`src/rtl/assert_macros.svh`:
```
// Assertion macros used by the datapath module
`ifndef ASSERT_MACROS_SVH
`define ASSERT_MACROS_SVH

// same-cycle implication, sampled on clk, off while rst_n is low
`define SOA_ASSERT_IMP(lbl, ante, cons) \
  lbl: assert property (@(posedge clk) disable iff (!rst_n) (ante) |-> (cons)) \
    else $error("slab allocator assertion failed");

// next-cycle implication
`define SOA_ASSERT_NXT(lbl, ante, cons) \
  lbl: assert property (@(posedge clk) disable iff (!rst_n) (ante) |=> (cons)) \
    else $error("slab allocator assertion failed");

`endif

```
`src/rtl/soa_pkg.sv`:
```
// Types, codes and constants of the slab object allocator
`default_nettype none
package soa_pkg;

  localparam int MAX_OBJECTS = 1024;
  localparam int IDX_W       = 10;
  localparam int CNT_W       = 11;
  localparam int SIZE_W      = 20;
  localparam int BASE_W      = 32;
  localparam int ADDR_W      = 33;
  localparam int PROD_W      = SIZE_W + IDX_W;
  localparam int WORD_W      = CNT_W + 1;

  localparam logic [CNT_W-1:0] POOL_MAX = CNT_W'(MAX_OBJECTS);
  localparam logic [CNT_W-1:0] LINK_END = CNT_W'(MAX_OBJECTS + 1);

  typedef enum logic [1:0] {
    K_ALLOC = 2'd0,
    K_RUN   = 2'd1,
    K_FREE  = 2'd2,
    K_RESET = 2'd3
  } kind_t;

  typedef enum logic [2:0] {
    STAT_OK          = 3'd0,
    STAT_EXHAUSTED   = 3'd1,
    STAT_WRONG_MODE  = 3'd2,
    STAT_DOUBLE_FREE = 3'd3,
    STAT_RANGE       = 3'd4
  } status_t;

  typedef enum logic [1:0] {
    CFG_MODE      = 2'd0,
    CFG_POOL_SIZE = 2'd1,
    CFG_OBJ_SIZE  = 2'd2,
    CFG_BASE      = 2'd3
  } cfg_idx_t;

  typedef enum logic [1:0] {
    S_CLEAR = 2'd0,
    S_IDLE  = 2'd1,
    S_EXEC  = 2'd2
  } state_t;

  typedef struct packed {
    logic accept;
    logic clr_start;
    logic clr_step;
    logic commit;
  } cmd_t;

  typedef struct packed {
    logic in_reset;
    logic clr_last;
    logic out_free;
  } sts_t;

endpackage
`default_nettype wire

```
`src/rtl/soa_ctrl.sv`:
```
// Controller state machine of the slab object allocator
`default_nettype none
module soa_ctrl (
  input  wire logic          clk,
  input  wire logic          rst_n,
  input  wire logic          in_tvalid,
  output logic               in_tready,
  input  wire soa_pkg::sts_t sts,
  output soa_pkg::cmd_t      cmd
);

  soa_pkg::state_t state_r, state_nxt;
  logic            from_item_r, from_item_nxt;

  always_ff @(posedge clk) begin
    if (!rst_n) begin
      state_r     <= soa_pkg::S_CLEAR;
      from_item_r <= 1'b0;
    end else begin
      state_r     <= state_nxt;
      from_item_r <= from_item_nxt;
    end
  end

  always_comb begin
    state_nxt = state_r;
    unique case (state_r)
      soa_pkg::S_IDLE: begin
        if (in_tvalid) begin
          state_nxt = sts.in_reset ? soa_pkg::S_CLEAR : soa_pkg::S_EXEC;
        end
      end
      soa_pkg::S_CLEAR: begin
        if (sts.clr_last) begin
          state_nxt = from_item_r ? soa_pkg::S_EXEC : soa_pkg::S_IDLE;
        end
      end
      soa_pkg::S_EXEC: begin
        if (sts.out_free) begin
          state_nxt = soa_pkg::S_IDLE;
        end
      end
      default: state_nxt = soa_pkg::S_IDLE;
    endcase
  end

  always_comb begin
    in_tready     = 1'b0;
    cmd           = '0;
    unique case (state_r)
      soa_pkg::S_IDLE: begin
        in_tready     = 1'b1;
        cmd.accept    = in_tvalid;
        cmd.clr_start = in_tvalid & sts.in_reset;
      end
      soa_pkg::S_CLEAR: cmd.clr_step = 1'b1;
      soa_pkg::S_EXEC:  cmd.commit   = sts.out_free;
      default: ;
    endcase
    from_item_nxt = from_item_r | cmd.clr_start;
  end

endmodule
`default_nettype wire

```
`config.mk`:
```
export PLATFORM = sky130hd
export DESIGN_NAME = soa_ctrl
export DESIGN_NICKNAME = d
export VERILOG_FILES = /design/src/rtl/assert_macros.svh /design/src/rtl/soa_pkg.sv /design/src/rtl/soa_ctrl.sv
export SDC_FILE = /design/constraint.sdc
export NUM_CORES = 1
export LEC_CHECK = 0
export ABC_AREA = 1
export BUFFER_PORTS_ARGS = -buffer_cell sky130_fd_sc_hd__clkbuf_2
export CORE_AREA = 4 4 41 43
export DETAILED_ROUTE_END_ITERATION = 10
export DIE_AREA = 0 0 45 47
export PLACE_DENSITY_LB_ADDON = 0.05
export SLEW_MARGIN = 20
export SYNTH_ARGS = -nofsm -noshare
export SYNTH_HDL_FRONTEND = slang
export SYNTH_SLANG_ARGS = --single-unit
```
`constraint.sdc`:
```
create_clock -name clk -period 1.8 [get_ports clk]
set_input_delay 0.36 -clock clk [delete_from_list [all_inputs] [get_ports clk]]
set_output_delay 0.36 -clock clk [all_outputs]
set_load 0.1 [all_outputs]
```
==> results of run 1 <==
## synthesized netlist by cell type
| master | number | area share, % |
|---|---|---|
| nand3_2 | 1 | 5.4 |
| inv_2 | 2 | 4.0 |
| o21ai_0 | 1 | 2.7 |
| nor2_1 | 7 | 14 |
| nor3_1 | 2 | 5.4 |
| dfxtp_1 | 3 | 32 |
| nand2_1 | 2 | 4.0 |
| nor2_2 | 2 | 6.7 |
| inv_1 | 6 | 12 |
| nand3_1 | 5 | 13 |
## flip-flops by register name (all words and copies together) (netlist names)
name,flops
from_item_r,1
state_r,2
## layer usage
| layer | GRT usage, % | wire [um] | vias to the layer above | share of wire (%) |
|---|---|---|---|---|
| met1 | 6.136 | 209 | 89 | 42 |
| met3 | 3.065 | 52 | 2 | 11 |
| met2 | 7.062 | 219 | 9 | 44 |
| li1 | - | - | 121 | - |
| met5 | 0 | 0 | - | 0 |
| met4 | 7.018 | 12 | 0 | 2.4 |
## where the power goes
part | total (mW) | switching (mW) | internal [mW]
combinational | 0.278 | 0.207 | 0.0710
sequential | 0.0987 | 0.0199 | 0.0788
clock | 0.120 | 0.0366 | 0.0832
## final cells by class
class	count	area share (%)
Tap cell	15	5.415
Multi-Input combinational cell	20	32.85
Inverter	8	8.664
Sequential cell	3	17.33
Clock buffer	4	7.581
Timing Repair Buffer	10	28.16
## stage by stage
stage          utilization [%]  setup TNS [ns]
5_1_grt                  26.63               0
4_1_cts                  26.63               0
6_report                 26.63               0
3_3_place_gp             24.62               0
2_1_floorplan                -         -0.6219
3_5_place_dp             24.62               0
## critical path: cells and delay by family, from the launching register on
kind,cells,cell delay [ns]
buffers and inverters,2,0.33
DFF,1,0.44
and+or+nand+nor,1,0.23
## kinds of logic (layout without fill, tap and decap cells)
| logic type | count (synthesis) | in the layout |
|---|---|---|
| AND/OR/NAND/NOR | 19 | 19 |
| flip-flops | 3 | 3 |
| AO/OA/AOI/OAI | 1 | 1 |
| buffers and inverters | 8 | 22 |
## path summary, 6_finish.rpt
check | depth (start not counted) | startpoint | end
worst max-delay path | 3 | state_r[1] | cmd[0]
worst max register to register | 5 | state_r[1] | state_r[0]
worst min register to register | 2 | from_item_r | from_item_r
worst min-delay path | 3 | rst_n | from_item_r
==> summary.md, run 1 <==
| Metric | Value |
|---|---|
| Crit start category | register |
| Post-synthesis simple-gate area fraction | between 40% and 50% |
| Placed inst area | 320.3 um^2 |
| CTS root buf | clkbuf_4 |
| Avg WL per Cell | a little over 8 um |
| Initial Util | 14.33% |
| Status | finished clean |
| Pre-CTS WS | approximately 0.44 ns |
| Most frequent cells in the layout | 6 x inv_1, 6 x nor2_1, 6 x clkbuf_2 |
| IO Count | 11 |
| Non-Filler Instances | 60 |
| Final total power | 0.4968 mW |
| Final WL | just under 500 um |
| Die Ht | about 47 um |
| CTS tree | yes |
| Syn avg cell area | around 6 um^2 |
| Crit path arrival time | ~1.2 ns |
| Maxcap violations | 0 |
| H-tree depth | 1 |
| Measured slew at the worst slew-check pin | around 0.54 ns |
| DRC | 0 |
| Final Cell Area | roughly 350 um^2 |
| Post-cts resize count | 0 |
| Storage cell area | 60.06 um^2 |
| Max incr delay on CP | 0.44 ns |
| Post-CTS setup buffers | 0 |
| Nets@finish | 52 |
| Global Route Usage Sum | under 10% |
| Fillers | 164 |
| Cts hold-fix bufs | 0 |
| Largest net degree at the start of global routing | 7 |
| Post-Synth Adder-Cell Area | 0% |
| Synth Area in Compound Gates | under 10% |
| Maximum clock path buffer count | 2 |
| Final hold viol count | 0 |
| Largest family of logic cells by synthesized area | simple AND/OR/NAND/NOR gates |
| Slew margin rel. | 64.17% |
| FF-to-FF setup slack | 0.78 ns |
| Cell Pwr Density | about 1400 nW/um^2 |
| PortBufs | 10 |
| Max FO, Critical Path | 5 |
| Mapped cell area | between 150 and 200 um^2 |
| Layout cells sized above 1 | between 40% and 50% |
| Die Wd | roughly 45 um |
| Finish-stage setup viols | 0 |
| XOR/XNOR Fraction of Synth Area | 0% |
| Fin crit share | 88.86% |
| LEAKAGE | between 0.15 and 0.2 nW |
| Post-synthesis mux area share | 0% |
| Hold slack | about 0.36 ns |
| Initial antenna violation count | 0 |
| Vias per inst | 3.683 |
| CP endpoint kind | output pin |
| Clock skew | ~0.0043 ns |
| # diodes | 0 |
| Post-synthesis cell count | 31 |
| Core Area | approximately 1300 um^2 |
| Initial DRC count | 0 |
| Synth warn | 0 |
| GP Congestion | 0.6338 |
| Critical path class | reg2out |
| Critical path's slowest cell | dfxtp_1 |
| GRT overflow | 0 |
| Post-DP HPWL | 428.5 um |
| Post-route antenna net violation count | 0 |
| Highest clock rate | roughly 630 MHz |
| Syn nets | 37 |
| Hold WC Path Type | in2reg |
| CP cell instances | inv_1 -> nor3_2 -> buf_12 |
| Worst skew pair latency | around 0.24 ns |
| Post-synthesis sequential area ratio | around a third |
| Worst-path clk slew | 0.04 ns |
| Area growth syn-to-layout | 85.91% |
| Vias in the first global route | a little over 200 |
| Die area | 2115 um^2 |
| Cells after DPL | between 50 and 60 |
| First-pass GRT wire length | about 800 um |
| Clock sinks | 3 |
| RSZ-0062 raised after global routing | false |
| VDD IR max | about 0.40 mV |
| Register bit total from synthesis | 3 |
| Final worst path period need | around 1.6 ns |
| DRT Pass-1 Iters | 1 |
| Multi-input logic area | approximately 110 um^2 |
| Inserted Clock Buffers | 3 |
| Req. time, crit path | approximately 1.4 ns |
| Cell row count | 13 |
| Setup WS post-layout | 0.2005 ns |
| DR vias | around 220 |
| Netlist cell types | 10 |
| Count of pins over their slew limit | 0 |
No activity file was read; power rests on OpenSTA's default activity.
==> run 2: changes to the inputs <==
- clock period: 1.8 -> 1.6 ns (I/O delays scaled with it)
==> summary.md, run 2 (synthesis gave the netlist of run 1 again) <==
| Metric | Value |
|---|---|
| Status | finished clean |
| Initial DRC count | 1 (+1) |
| Clock sinks | 3 (unchanged) |
| Worst skew pair latency | 0.23 ns (about the same) |
| Fillers | 149 (-9.1%) |
| DRT Pass-1 Iters | 2 (+1) |
| LEAKAGE | 0.1895 nW (+7.6%) |
| Core Area | 1301 um^2 (unchanged) |
| Clock skew | 0.001100 ns (-0.003158 ns) |
| Cell Pwr Density | 1552 nW/um^2 (+8.3%) |
| Slew margin rel. | 85.79% (+22 points) |
| Crit start category | register |
| CTS root buf | clkbuf_4 |
| RSZ-0062 raised after global routing | false |
| Final WL | 510 um (+3.4%) |
| Met1 usage in global routing | 6.364% (+0.23 points) |
| Layout cells sized above 1 | 51.11% (+4.4 points) |
| Post-CTS setup buffers | 0 (unchanged) |
| Most frequent cells in the layout | 6 x inv_1, 6 x nor2_1, 5 x nand3_1, 5 x clkbuf_2, 5 x buf_12 |
| Measured slew at the worst slew-check pin | 0.2109 ns (-0.3289 ns) |
| Crit path arrival time | 1.20 ns (-0.04 ns) |
| Count of pins over their slew limit | 0 (unchanged) |
| # diodes | 0 (unchanged) |
| Top reg by flops | state_r |
| Finish-stage setup viols | 0 (unchanged) |
| DR vias | 232 (+5.0%) |
| Area growth syn-to-layout | 118.1% |
| Initial antenna violation count | 0 (unchanged) |
| Fin crit share | 94.80% |
| DRC | 0 (unchanged) |
| Storage cell area | 65.06 um^2 (+8.3%) |
| Hold WC Path Type | in2reg |
| Met2 Usage GRT | 9.040% (+2.0 points) |
| Req. time, crit path | 1.28 ns (-0.16 ns) |
| Largest net degree at the start of global routing | 7 (unchanged) |
| CP endpoint kind | output pin |
| IO Count | 11 (unchanged) |
| Initial Util | 14.33% (unchanged) |
| Placed inst area | 376.6 um^2 (+18%) |
| Final total power | 0.6311 mW (+27%) |
| PortBufs | 10 (unchanged) |
| TNS Setup | 0 ns (unchanged) |
| Post-DP HPWL | 480.2 um (+12%) |
| Avg WL per Cell | 8.500 um (+3.4%) |
| Post-route antenna net violation count | 0 (unchanged) |
| Critical path class | reg2out |
| Highest clock rate | ~660 MHz |
| Cell row count | 13 (unchanged) |
| Final core utilization | 31.25% (+4.6 points) |
| Die Ht | 47 um (unchanged) |
| Met3 GRT Util | 3.065% (unchanged) |
| Final Cell Area | 406.6 um^2 (+17%) |
| Max reg flops | 2 (unchanged) |
| Non-Filler Instances | 60 (unchanged) |
| Max FO, Critical Path | 6 (+1) |
| Final hold viol count | 0 (unchanged) |
| Vias in the first global route | 236 (+17%) |
| Inserted Clock Buffers | 3 (unchanged) |
| Setup WS post-layout | 0.08314 ns (-0.1174 ns) |
| Multi-input logic area | 133.9 um^2 (+18%) |
| Vias per inst | 3.867 (+5.0%) |
| Most Crowded Layer GR | met2 |
| Cells after DPL | 56 (unchanged) |
| Maxcap violations | 0 (unchanged) |
| Biggest regs | state_r x2, from_item_r x1 |
| GRT overflow | 0 (unchanged) |
| Nets@finish | 52 (unchanged) |
| VDD IR max | 0.4112 mV (+3.2%) |
| Hold slack | 0.3273 ns (-0.03627 ns) |
| CTS tree | yes |
| Maximum clock path buffer count | 2 (unchanged) |
| H-tree depth | 1 (unchanged) |
| Final worst path period need | 1.517 ns |
| First-pass GRT wire length | 910 um (+11%) |
| Global Route Usage Sum | 6.556% (+0.87 points) |
| GP Congestion | 0.6489 (+2.4%) |
| Worst-path clk slew | 0.03 ns (about the same) |
| Die Wd | 45 um (unchanged) |
| Die area | 2115 um^2 (unchanged) |
| Pre-CTS WS | 0.2393 ns (-0.1971 ns) |
| Cts hold-fix bufs | 0 (unchanged) |
[run 2: cell count changes in the layout (fill, tap and decap cells not counted), sizes merged]
cell    change
buf         +1
clkbuf      -1
[run 2: metal layers]
metal,part of all wire [%],routed length [um]
met1,39,198
met2,44,226
met3,12,60
met4,4.7,24
met5,0,0
[run 2: final cells by class]
type	count	area share, %
inverter	8	9.231
timing repair buffer	10	30.77
tap	15	4.615
clock buffer	4	6.462
sequential	3	16.00
multi-input combinational	20	32.92
[run 2: critical path, stage by stage (launching register included)]
cell	delay [ns]
dfxtp_4	0.38
inv_2	0.08
nor2_4	0.17
nand3_4	0.11
inv_8	0.07
buf_12	0.16
[run 2: path summary, 6_finish.rpt]
check              startpoint  slack, ns  cells after the start           to
setup / recovery   state_r[0]       0.08                      5       cmd[2]
hold / removal          rst_n       0.33                      3  from_item_r
setup reg to reg   state_r[1]       0.62                      5   state_r[0]
hold reg to reg   from_item_r       0.46                      2  from_item_r
[run 2: what timing repair did]
action / CTS / global route
resized for setup: 1 / 1
hold endpoints to repair: 0 / 0
endpoints found under the setup margin: 1 / 1
[run 2: power by group]
part           leakage (nW)  switching (mW)  internal (mW)
Clock                0.0150          0.0372         0.0933
Sequential           0.0256          0.0267         0.0928
Combinational         0.149           0.252          0.129
==> run 3: changes to the inputs <==
- PLACE_DENSITY: not set -> 0.34
- PLACE_DENSITY_LB_ADDON: 0.05 -> not set
==> summary.md, run 3 (synthesis gave the netlist of run 1 again) <==
| Metric | Value |
|---|---|
| Crit path arrival time | 1.19 ns (about the same) |
| Post-CTS setup buffers | 0 (unchanged) |
| Slew margin rel. | 85.33% (-0.47 points) |
| Final hold viol count | 0 (unchanged) |
| Initial DRC count | 1 (unchanged) |
| Die Wd | 45 um (unchanged) |
| H-tree depth | 1 (unchanged) |
| Top reg by flops | state_r |
| CP endpoint kind | output pin |
| Max reg flops | 2 (unchanged) |
| Die Ht | 47 um (unchanged) |
| Placed inst area | 376.6 um^2 (unchanged) |
| Vias per inst | 3.783 (-2.2%) |
| R2R cell count | 5 (unchanged) |
| Hold path start | rst_n |
| RSZ-0062 raised after global routing | false |
| Most frequent cells in the layout | 6 x inv_1, 6 x nor2_1, 5 x nand3_1, 5 x clkbuf_2, 5 x buf_12 |
| LEAKAGE | 0.1895 nW (unchanged) |
| Global Route Usage Sum | 5.450% (-1.1 points) |
| Pre-CTS WS | 0.2361 ns (-0.003180 ns) |
| PortBufs | 10 (unchanged) |
| FF-to-FF setup slack | 0.62 ns (about the same) |
| Fin crit share | 94.44% (-0.37 points) |
| Largest net degree at the start of global routing | 7 (unchanged) |
| IO Count | 11 (unchanged) |
| DRC | 0 (unchanged) |
| Core Area | 1301 um^2 (unchanged) |
| Maxcap violations | 0 (unchanged) |
| DRT Pass-1 Iters | 2 (unchanged) |
| Worst Setup SP | state_r[0] |
| Req. time, crit path | 1.28 ns (about the same) |
| Post-route antenna net violation count | 0 (unchanged) |
| Clock skew | 0.002047 ns (+0.0009473 ns) |
| Layout cells sized above 1 | 51.11% (unchanged) |
| Clock sinks | 3 (unchanged) |
| RR Endpoint | state_r[1] |
| Die area | 2115 um^2 (unchanged) |
| Status | finished clean |
| Max FO, Critical Path | 6 (unchanged) |
| First-pass GRT wire length | 779 um (-14%) |
| Hold WC Path Type | in2reg |
| Worst-path clk slew | 0.04 ns (about the same) |
| Cell row count | 13 (unchanged) |
| Worst skew pair latency | 0.23 ns (about the same) |
| Nets@finish | 52 (unchanged) |
| GRT overflow | 0 (unchanged) |
| Finish-stage setup viols | 0 (unchanged) |
| Area growth syn-to-layout | 118.1% (unchanged) |
| Initial antenna violation count | 0 (unchanged) |
| Cell Pwr Density | 1550 nW/um^2 (-0.14%) |
| Worst r2r src | state_r[1] |
| VDD IR max | 0.4894 mV (+19%) |
| Hold EP | from_item_r |
| Maximum clock path buffer count | 2 (unchanged) |
| CTS root buf | clkbuf_4 |
| Measured slew at the worst slew-check pin | 0.2178 ns (+0.006942 ns) |
| Final WL | 476 um (-6.7%) |
| Critical path class | reg2out |
| Number of cells on the worst hold path | 3 (unchanged) |
| GP Congestion | 0.6821 (+5.1%) |
| CTS tree | yes |
| DR vias | 227 (-2.2%) |
| Initial Util | 14.33% (unchanged) |
| Setup WS post-layout | 0.08904 ns (+0.005901 ns) |
| Crit start category | register |
| # diodes | 0 (unchanged) |
| Final Cell Area | 406.6 um^2 (unchanged) |
| Avg WL per Cell | 7.933 um (-6.7%) |
| Highest clock rate | 661.8 MHz (+0.39%) |
| Inserted Clock Buffers | 3 (unchanged) |
| Vias in the first global route | 213 (-9.7%) |
| Biggest regs | state_r x2, from_item_r x1 |
| Count of pins over their slew limit | 0 (unchanged) |
| Post-DP HPWL | 427.4 um (-11%) |
| Final worst path period need | 1.511 ns (-0.005901 ns) |
[run 3: cell counts in the layout (fill, tap and decap cells not counted)]
Identical to the previous run, type by type.
[run 3: cell type report]
| cell class | instances | area, um^2 |
|---|---|---|
| Sequential cell | 3 | 65.06 |
| Tap cell | 15 | 18.77 |
| Fill cell | 158 | 894.6 |
| Clock buffer | 4 | 26.28 |
| Multi-Input combinational cell | 20 | 133.9 |
| Timing Repair Buffer | 10 | 125.1 |
| Inverter | 8 | 37.54 |
[run 3: how the worst max path moves through the flow]
stage	end	slack, ns	cells past startpoint
2_1_floorplan	state_r[0]	-0.14	5
3_3_place_gp	cmd[0]	0.27	3
3_5_place_dp	cmd[0]	0.24	3
4_1_cts	cmd[2]	0.03	5
5_1_grt	cmd[2]	0.03	5
6_report	cmd[2]	0.09	5
[run 3: critical path, stage by stage, from the launching register on]
cell,delay [ns]
dfxtp_4,0.38
inv_2,0.07
nor2_4,0.16
nand3_4,0.11
inv_8,0.07
buf_12,0.16
[run 3: per-stage QoR]
step	power [mW]	util (%)	std cells	hold WS, ns	setup TNS, ns
after global placement	0.5003	28.94	56	0.4687	0
after floorplan	0.3744	-	31	0.4352	-0.4542
after CTS	0.6390	31.06	60	0.3299	0
after detailed placement	0.4999	28.94	56	0.4658	0
after global routing	0.6691	31.25	60	0.3333	0
final	0.6302	31.25	60	0.3305	0
[run 3: metal layers]
metal | track usage, % | vias up | wire (um)
li1 | - | 127 | -
met3 | 2.682 | 0 | 46
met2 | 7.627 | 6 | 236
met4 | 5.263 | 0 | 0
met1 | 5.909 | 94 | 193
met5 | 0 | - | 0
[run 3: what timing repair did]
item,in CTS,in global routing
setup endpoints to repair,1,1
resized for setup,1,1
hold buffers,0,0
endpoints found under the hold margin,0,0
[run 3: where the power goes]
group,switching [mW],internal (mW)
registers,0.0267,0.0927
logic,0.250,0.129
clock network,0.0387,0.0934
